==> src/rtl/i2cras_pkg.sv <==
// Package for the I2C register access sequencer: operation and command codes,
// the transfer phase type and the default buffer depth. No dependencies.
package i2cras_pkg;

  localparam int DEF_BUF_DEPTH = 16;

  localparam int OP_W   = 2;
  localparam int ADDR_W = 7;
  localparam int BYTE_W = 8;
  localparam int CNT_W  = 5;
  localparam int IDX_W  = 4;
  localparam int CMD_W  = 4;

  localparam logic [OP_W-1:0] OP_LOAD  = 2'd0;
  localparam logic [OP_W-1:0] OP_READ  = 2'd1;
  localparam logic [OP_W-1:0] OP_WRITE = 2'd2;
  localparam logic [OP_W-1:0] OP_EVENT = 2'd3;

  localparam logic [CMD_W-1:0] CMD_NONE      = 4'd0;
  localparam logic [CMD_W-1:0] CMD_START_RD  = 4'd1;
  localparam logic [CMD_W-1:0] CMD_START_WR  = 4'd2;
  localparam logic [CMD_W-1:0] CMD_SEND      = 4'd3;
  localparam logic [CMD_W-1:0] CMD_SEND_LAST = 4'd4;
  localparam logic [CMD_W-1:0] CMD_AUTOEND   = 4'd5;
  localparam logic [CMD_W-1:0] CMD_RESTART   = 4'd6;
  localparam logic [CMD_W-1:0] CMD_RX_BYTE   = 4'd7;
  localparam logic [CMD_W-1:0] CMD_STOP_DONE = 4'd8;
  localparam logic [CMD_W-1:0] CMD_NACK      = 4'd9;

  typedef enum logic [7:0] {
    PH_IDLE = 8'b0000_0001,
    PH_ADDR = 8'b0000_0010,
    PH_REG  = 8'b0000_0100,
    PH_AUTO = 8'b0000_1000,
    PH_DATA = 8'b0001_0000,
    PH_STOP = 8'b0010_0000,
    PH_OK   = 8'b0100_0000,
    PH_FAIL = 8'b1000_0000
  } phase_t;

endpackage

==> src/rtl/i2c_register_access_sequencer_top.sv <==
// I2C register access sequencer: turns buffer loads, start requests and core
// status events into one core command each, through an input and a result register.
// Depends on i2cras_pkg.
//
// Usage: every beat on the in_ channel is one operation (buffer load, start read,
// start write or core status event); every such beat yields exactly one beat on
// the out_ channel carrying a core command and the status bits after that step.
// A start is refused while a transfer is in progress; the byte count is clamped
// to 1..min(BUF_DEPTH, 31). A NACK while busy aborts the transfer.
// A beat taken sits in the input register; its result is computed from there and
// captured in the result register when that register can advance.
// Throughput is one beat per cycle while the receiver does not stall; the state
// update is a single pass of short logic from the input register into the result
// register. When the receiver stalls, the result register holds and the input
// register holds behind it; in_ready drops only when both are full.
// Synchronous reset clears the phase, the flags, the counters and both valid
// bits; the transmit buffer is undefined until loaded.
module i2c_register_access_sequencer_top
  import i2cras_pkg::*;
#(
  parameter int BUF_DEPTH = DEF_BUF_DEPTH
) (
  input  logic              clk,
  input  logic              rst_n,
  input  logic              in_valid,
  output logic              in_ready,
  input  logic [OP_W-1:0]   in_op,
  input  logic [ADDR_W-1:0] in_dev_addr,
  input  logic [BYTE_W-1:0] in_reg_addr,
  input  logic [CNT_W-1:0]  in_byte_count,
  input  logic [IDX_W-1:0]  in_buf_index,
  input  logic [BYTE_W-1:0] in_buf_byte,
  input  logic              in_flag_txis,
  input  logic              in_flag_tcr,
  input  logic              in_flag_tc,
  input  logic              in_flag_rxne,
  input  logic              in_flag_stopf,
  input  logic              in_flag_nackf,
  output logic              out_valid,
  input  logic              out_ready,
  output logic [CMD_W-1:0]  out_cmd,
  output logic [ADDR_W-1:0] out_out_addr,
  output logic [BYTE_W-1:0] out_out_byte,
  output logic [CNT_W-1:0]  out_out_count,
  output logic [IDX_W-1:0]  out_out_index,
  output logic              out_start_accepted,
  output logic              out_busy_now,
  output logic              out_last_ok
);

  localparam int BUF_SLOTS = (BUF_DEPTH < (1 << IDX_W)) ? BUF_DEPTH : (1 << IDX_W);
  localparam int BIDX_W    = (BUF_SLOTS > 1) ? $clog2(BUF_SLOTS) : 1;
  localparam int CNT_MAXI  = (BUF_DEPTH < ((1 << CNT_W) - 1)) ? BUF_DEPTH : ((1 << CNT_W) - 1);
  localparam logic [CNT_W-1:0] CNT_MAX   = CNT_W'(CNT_MAXI);
  localparam logic [CNT_W-1:0] SLOTS_CNT = CNT_W'(BUF_SLOTS);

  // Input register.
  logic              in_vld_r;
  logic [OP_W-1:0]   op_r;
  logic [ADDR_W-1:0] dev_addr_r;
  logic [BYTE_W-1:0] reg_addr_r;
  logic [CNT_W-1:0]  byte_count_r;
  logic [IDX_W-1:0]  buf_index_r;
  logic [BYTE_W-1:0] buf_byte_r;
  logic              txis_r, tcr_r, tc_r, rxne_r, stopf_r, nackf_r;

  // Sequencer state.
  phase_t            phase_r, phase_nxt;
  logic              is_read_r, is_read_nxt;
  logic              busy_r, busy_nxt;
  logic [ADDR_W-1:0] target_addr_r, target_addr_nxt;
  logic [BYTE_W-1:0] target_reg_r, target_reg_nxt;
  logic [CNT_W-1:0]  total_r, total_nxt;
  logic [CNT_W-1:0]  done_r, done_nxt;
  logic [BYTE_W-1:0] tx_buf_r [BUF_SLOTS];

  // Result register.
  logic              out_vld_r;
  logic [CMD_W-1:0]  cmd_r, cmd_nxt;
  logic [ADDR_W-1:0] oaddr_r, oaddr_nxt;
  logic [BYTE_W-1:0] obyte_r, obyte_nxt;
  logic [CNT_W-1:0]  ocount_r, ocount_nxt;
  logic [IDX_W-1:0]  oindex_r, oindex_nxt;
  logic              acc_r, acc_nxt;

  logic              advance;
  logic              commit;
  logic              buf_we;
  logic [BYTE_W-1:0] tx_rd;
  logic [CNT_W-1:0]  cnt_clamp;
  logic [CNT_W-1:0]  done_inc;

  assign advance  = !out_vld_r || out_ready;
  assign in_ready = !in_vld_r || advance;
  assign commit   = in_vld_r && advance;

  assign buf_we   = commit && (op_r == OP_LOAD) && ({1'b0, buf_index_r} < SLOTS_CNT);
  assign tx_rd    = (done_r < SLOTS_CNT) ? tx_buf_r[done_r[BIDX_W-1:0]] : '0;
  assign done_inc = done_r + CNT_W'(1);

  always_comb begin
    priority if (byte_count_r == '0) begin
      cnt_clamp = CNT_W'(1);
    end else if (byte_count_r > CNT_MAX) begin
      cnt_clamp = CNT_MAX;
    end else begin
      cnt_clamp = byte_count_r;
    end
  end

  always_comb begin
    phase_nxt       = phase_r;
    is_read_nxt     = is_read_r;
    busy_nxt        = busy_r;
    target_addr_nxt = target_addr_r;
    target_reg_nxt  = target_reg_r;
    total_nxt       = total_r;
    done_nxt        = done_r;
    cmd_nxt         = CMD_NONE;
    oaddr_nxt       = '0;
    obyte_nxt       = '0;
    ocount_nxt      = '0;
    oindex_nxt      = '0;
    acc_nxt         = 1'b0;
    unique case (op_r)
      OP_LOAD: begin
      end
      OP_READ, OP_WRITE: begin
        if (!busy_r) begin
          busy_nxt        = 1'b1;
          acc_nxt         = 1'b1;
          is_read_nxt     = (op_r == OP_READ);
          target_addr_nxt = dev_addr_r;
          target_reg_nxt  = reg_addr_r;
          total_nxt       = cnt_clamp;
          done_nxt        = '0;
          phase_nxt       = PH_ADDR;
          cmd_nxt         = (op_r == OP_READ) ? CMD_START_RD : CMD_START_WR;
          oaddr_nxt       = dev_addr_r;
        end
      end
      OP_EVENT: begin
        if (busy_r) begin
          priority if (nackf_r) begin
            busy_nxt  = 1'b0;
            phase_nxt = PH_FAIL;
            cmd_nxt   = CMD_NACK;
          end else if (phase_r == PH_ADDR) begin
            if (txis_r) begin
              cmd_nxt   = CMD_SEND;
              obyte_nxt = target_reg_r;
              phase_nxt = PH_REG;
            end
          end else if (phase_r == PH_STOP) begin
            if (stopf_r) begin
              cmd_nxt   = CMD_STOP_DONE;
              busy_nxt  = 1'b0;
              phase_nxt = PH_OK;
            end
          end else if (!is_read_r) begin
            priority if (phase_r == PH_REG) begin
              if (tcr_r) begin
                cmd_nxt   = CMD_AUTOEND;
                phase_nxt = PH_AUTO;
              end
            end else if (phase_r == PH_AUTO) begin
              if (txis_r) begin
                obyte_nxt = tx_rd;
                done_nxt  = done_inc;
                if (total_r == CNT_W'(1)) begin
                  cmd_nxt   = CMD_SEND_LAST;
                  phase_nxt = PH_STOP;
                end else begin
                  cmd_nxt   = CMD_SEND;
                  phase_nxt = PH_DATA;
                end
              end
            end else if (phase_r == PH_DATA) begin
              if (txis_r || tcr_r) begin
                obyte_nxt = tx_rd;
                done_nxt  = done_inc;
                if (total_r <= done_inc) begin
                  cmd_nxt   = CMD_SEND_LAST;
                  phase_nxt = PH_STOP;
                end else begin
                  cmd_nxt = CMD_SEND;
                end
              end
            end else begin
            end
          end else begin
            priority if (phase_r == PH_REG) begin
              if (tc_r) begin
                cmd_nxt    = CMD_RESTART;
                oaddr_nxt  = target_addr_r;
                ocount_nxt = total_r;
                phase_nxt  = PH_DATA;
              end
            end else if (phase_r == PH_DATA) begin
              if (rxne_r) begin
                cmd_nxt    = CMD_RX_BYTE;
                obyte_nxt  = buf_byte_r;
                oindex_nxt = done_r[IDX_W-1:0];
                done_nxt   = done_inc;
                if (done_inc >= total_r) begin
                  phase_nxt = PH_STOP;
                end
              end
            end else begin
            end
          end
        end
      end
      default: begin
      end
    endcase
  end

  always_ff @(posedge clk) begin
    if (!rst_n) begin
      in_vld_r      <= 1'b0;
      out_vld_r     <= 1'b0;
      phase_r       <= PH_IDLE;
      is_read_r     <= 1'b0;
      busy_r        <= 1'b0;
      target_addr_r <= '0;
      target_reg_r  <= '0;
      total_r       <= '0;
      done_r        <= '0;
    end else begin
      if (in_ready) begin
        in_vld_r <= in_valid;
      end
      if (advance) begin
        out_vld_r <= in_vld_r;
      end
      if (commit) begin
        phase_r       <= phase_nxt;
        is_read_r     <= is_read_nxt;
        busy_r        <= busy_nxt;
        target_addr_r <= target_addr_nxt;
        target_reg_r  <= target_reg_nxt;
        total_r       <= total_nxt;
        done_r        <= done_nxt;
      end
    end
  end

  always_ff @(posedge clk) begin
    if (in_valid && in_ready) begin
      op_r         <= in_op;
      dev_addr_r   <= in_dev_addr;
      reg_addr_r   <= in_reg_addr;
      byte_count_r <= in_byte_count;
      buf_index_r  <= in_buf_index;
      buf_byte_r   <= in_buf_byte;
      txis_r       <= in_flag_txis;
      tcr_r        <= in_flag_tcr;
      tc_r         <= in_flag_tc;
      rxne_r       <= in_flag_rxne;
      stopf_r      <= in_flag_stopf;
      nackf_r      <= in_flag_nackf;
    end
    if (commit) begin
      cmd_r    <= cmd_nxt;
      oaddr_r  <= oaddr_nxt;
      obyte_r  <= obyte_nxt;
      ocount_r <= ocount_nxt;
      oindex_r <= oindex_nxt;
      acc_r    <= acc_nxt;
    end
    if (buf_we) begin
      tx_buf_r[buf_index_r[BIDX_W-1:0]] <= buf_byte_r;
    end
  end

  assign out_valid          = out_vld_r;
  assign out_cmd            = cmd_r;
  assign out_out_addr       = oaddr_r;
  assign out_out_byte       = obyte_r;
  assign out_out_count      = ocount_r;
  assign out_out_index      = oindex_r;
  assign out_start_accepted = acc_r;
  assign out_busy_now       = busy_r;
  assign out_last_ok        = (phase_r == PH_OK);

`ifndef SYNTHESIS
  a_start_sets_busy: assert property (@(posedge clk) disable iff (!rst_n)
    out_vld_r && acc_r |-> busy_r)
    else $error("accepted start did not leave the block busy");

  a_busy_phase: assert property (@(posedge clk) disable iff (!rst_n)
    busy_r |-> (phase_r == PH_ADDR || phase_r == PH_REG || phase_r == PH_AUTO ||
                phase_r == PH_DATA || phase_r == PH_STOP))
    else $error("busy outside an active transfer phase");

  a_done_bounded: assert property (@(posedge clk) disable iff (!rst_n)
    busy_r |-> (done_r <= total_r))
    else $error("transferred byte count exceeds the requested count");

  a_nack_ends: assert property (@(posedge clk) disable iff (!rst_n)
    out_vld_r && (cmd_r == CMD_NACK) |-> (!busy_r && phase_r == PH_FAIL))
    else $error("NACK abort did not end the transfer as failed");
`endif

endmodule
==> config.mk <==
export PLATFORM = sky130hd
export DESIGN_NAME = i2c_register_access_sequencer_top
export DESIGN_NICKNAME = d
export VERILOG_FILES = /design/src/rtl/i2cras_pkg.sv /design/src/rtl/i2c_register_access_sequencer_top.sv
export SDC_FILE = /design/constraint.sdc
export NUM_CORES = 1
export LEC_CHECK = 0
export CAP_MARGIN = 20
export CORE_MARGIN = 3
export CORE_UTILIZATION = 45
export DETAILED_ROUTE_END_ITERATION = 10
export DONT_BUFFER_PORTS = 1
export SETUP_SLACK_MARGIN = 0.1
export SLEW_MARGIN = 20
export SYNTH_ARGS = -nofsm -noshare
export SYNTH_HDL_FRONTEND = slang
export SYNTH_SLANG_ARGS = --single-unit
==> constraint.sdc <==
create_clock -name clk -period 9.9 [get_ports clk]
set_clock_uncertainty 0.1 [all_clocks]
set_input_delay 0.99 -clock clk [delete_from_list [all_inputs] [get_ports clk]]
set_output_delay 0.99 -clock clk [all_outputs]
set_load 0.02 [all_outputs]
==> results.md <==
* Worst-path clk slew at about 0.06 ns
* Cell count after synthesis at roughly 610
* Hold path cells at 2
* Yosys cell types at 57
* Post-synth EDFFs at 197
* Routed wire length at 20,800 um
* Layout cell share with drive strength beyond 1 at 15.5%
* Antenna diode count at 0
* Logic pwr share at 2.3%
* Drt drc at 0
* Final hold vios at 0
* Detailed Routing Iterations Pass 1 at 7
* Hold Path Class: reg -> reg
* Yosys reg bits at about 240
* I/O Buffers at 0
* Yosys top cell by area: edfxtp_1
* Startpoint types: flop
* Crit Path Max Fanout at 16
* Detail Route Antenna Nets at 0
* Htree depth at 1
* Post-CTS Setup Bufs at 0
* Die area at 23,000 um2
* Total gr overflow at 0
* R2r setup slk at just under 7 ns
* LEAKAGE at 0.00333 uW
* Max-slew violation count at 0
* Gr usage total at between 10% and 20%
* NetSw at 434 uW
* Slew headroom at about a third
* Post-cts resize count at 0
* CTS Root Cell: clkbuf_16
* Hold Slack at 0.354 ns
* Worst Path Required at 10.17 ns
* Initial Utilization at 46.5%
* RePlAce Congestion at 0.856
* First-pass GRT wire length at 32,200 um
* Sw Ratio at 20.6%
* Pwr dens at 198 nW/um2
* Worst Tran Pin Value at 1.00 ns
* Routed wire per std cell at 22.9 um
* Die Height at 152 um
* Clk_lat worst skew at 0.52 ns
* Yosys top cell area share at 62.1%
* Ports at a little under 80
* Layout net count at slightly below 700
* Clock sinks at 238
* Fin Setup TNS at 0 ns
* RSZ-0062 raised after global routing: false
* Hpwl dp at roughly 14,000 um
* Initial antenna violation count at 0
* Vias per inst at 5.83
* Worst setup path category: reg -> reg
* FP Rows at 52
* Final period util at 30.4%
* Prevailing post-synth register cell: edfxtp_1
* Layout Cells excl Fill at 907
* Vias in the first global route at 5,293
* Synthesized cell area at 9530 um2
* Final setup viols at 0
* Syn-to-layout area delta at 11.5%
* Clk pwr share at about 44%
* CTS Hold Bufs at 0
* Net Count, Synth at about 670
* Ranking of synthesized cells by area: edfxtp_1, mux4_2, dfxtp_1
* TritonCTS clock tree: done
* Asr flop ratio synth at 0%
* Chip width at between 150 and 200 um
* Largest net degree at the start of global routing at 41
* Detailed-route via count at 5,289
* Reg power frac at 54.1%
* P_int at 1670 uW
* Initial DRC count at just over 500
* CTS buffer count at 24
* Placed Cells at around 860
* Status: finished, final reports clean
* Clock Path Buffers at 3
* Tmin final at 3.01 ns
* Yosys warning total at 0
* R2r worst-path depth at 7
* Maxcap violations at 0
* Peak Freq at 332 MHz
* Core area at between 20,000 and 25,000 um2
* Setup crit end kind: flop
* Syn_area_per_cell at 15.5 um2
* Worst VDD drop at 143 uV
* Register area share after synthesis at between 70% and 80%
* CP arrival at 3.28 ns
-- cell type report --
type	instances	area, um2
clock buffers	25	604
clock inverters	19	204
fillers	1707	9870
inverters	13	48.8
multi-input cells	338	2660
flip-flops and latches	238	6740
well taps	270	338
repair buffers	4	30.0
-- synthesized netlist by cell type, types with 5 or more instances --
| cell | instances |
|---|---|
| nor2_1 | 48 |
| a21oi_1 | 31 |
| and2_1 | 10 |
| nand2_1 | 71 |
| inv_1 | 12 |
| nor3_1 | 11 |
| mux2i_1 | 8 |
| dfxtp_1 | 41 |
| a222oi_1 | 6 |
| o21ai_0 | 7 |
| nor2b_1 | 8 |
| edfxtp_1 | 197 |
| ha_1 | 10 |
| nand2b_1 | 9 |
| nand3_1 | 9 |
| a22oi_1 | 10 |
| nor4_1 | 5 |
| mux4_2 | 39 |
| clkbuf_1 | 21 |
-- cell families (layout without fill, tap and decap cells) --
group / count (synthesis) / after routing / synth area share, %
AND/OR/NAND/NOR: 197 / 197 / 10.1
adder cells (fa/ha/maj): 10 / 10 / 1.31
flip-flops: 238 / 238 / 70.7
buffers and inverters: 38 / 61 / 1.61
XOR/XNOR: 5 / 5 / 0.459
AO/OA/AOI/OAI: 79 / 79 / 5.75
multiplexers: 47 / 47 / 10.1
-- cell usage in the layout (no fill, tap or decap), types with 7 or more instances in the layout --
master	instances
nor3_1	7
dfxtp_1	40
clkbuf_16	24
a22oi_1	10
edfxtp_1	197
nand2_1	71
clkinv_2	8
mux4_2	39
o21ai_0	7
ha_1	10
and2_1	9
nand2b_1	9
mux2i_1	8
inv_1	12
nor2_1	48
a21oi_1	31
nand3_1	9
nor2b_1	8
-- worst max-delay path, cell delays in order, from the launching register on --
cell	delay [ns]
edfxtp_1	0.38
ha_1	0.34
inv_1	0.14
nor2_1	0.46
nand2_1	0.52
nor3_2	0.62
a22oi_1	0.18
nor2_1	0.14
-- flip-flops by register name (all words and copies together), names as in the netlist, 2 cells and up, named ones only --
| signal | cells |
|---|---|
| tx_buf_r | 128 |
| buf_byte_r | 8 |
| out_out_byte | 8 |
| phase_r | 8 |
| reg_addr_r | 8 |
| target_reg_r | 8 |
| dev_addr_r | 7 |
| out_out_addr | 7 |
| target_addr_r | 7 |
| byte_count_r | 5 |
| done_r | 5 |
| out_out_count | 5 |
| total_r | 5 |
| buf_index_r | 4 |
| out_cmd | 4 |
| out_out_index | 4 |
| op_r | 2 |
-- final timing paths --
check / start / to
max: op_r[0] / out_out_addr[4]
min: total_r[1] / total_r[1]
max reg2reg: op_r[0] / out_out_addr[4]
min reg2reg: total_r[1] / total_r[1]
-- power groups by stage --
stage	registers [uW]	logic, uW	clock network (uW)
after floorplan	1150	36.3	0
after global placement	1160	46.7	0
after detailed placement	1160	47.5	0
after CTS	1140	47.8	933
after global routing	1140	53.3	981
final	1140	47.8	917
-- routing by layer --
metal  track usage, %  share of wire (%)  vias up
met2             28.7                 47      187
met4             5.35                2.1        0
met3             3.03                7.0       33
met1             28.2                 44     2668
li1                 -                  -     2401
met5                0                  0        -
-- metrics by stage --
stage | area [um2] | total power (uW) | worst slack (ns) | util [%]
2_1_floorplan | 9530 | 1180 | 6.07 | -
6_report | 10600 | 2100 | 6.89 | 51.8
3_3_place_gp | 9800 | 1210 | 6.38 | 47.8
3_5_place_dp | 9800 | 1210 | 6.27 | 47.8
5_1_grt | 10600 | 2180 | 6.64 | 51.8
4_1_cts | 10600 | 2120 | 6.79 | 51.8
Power figures use the tool's default switching activity.
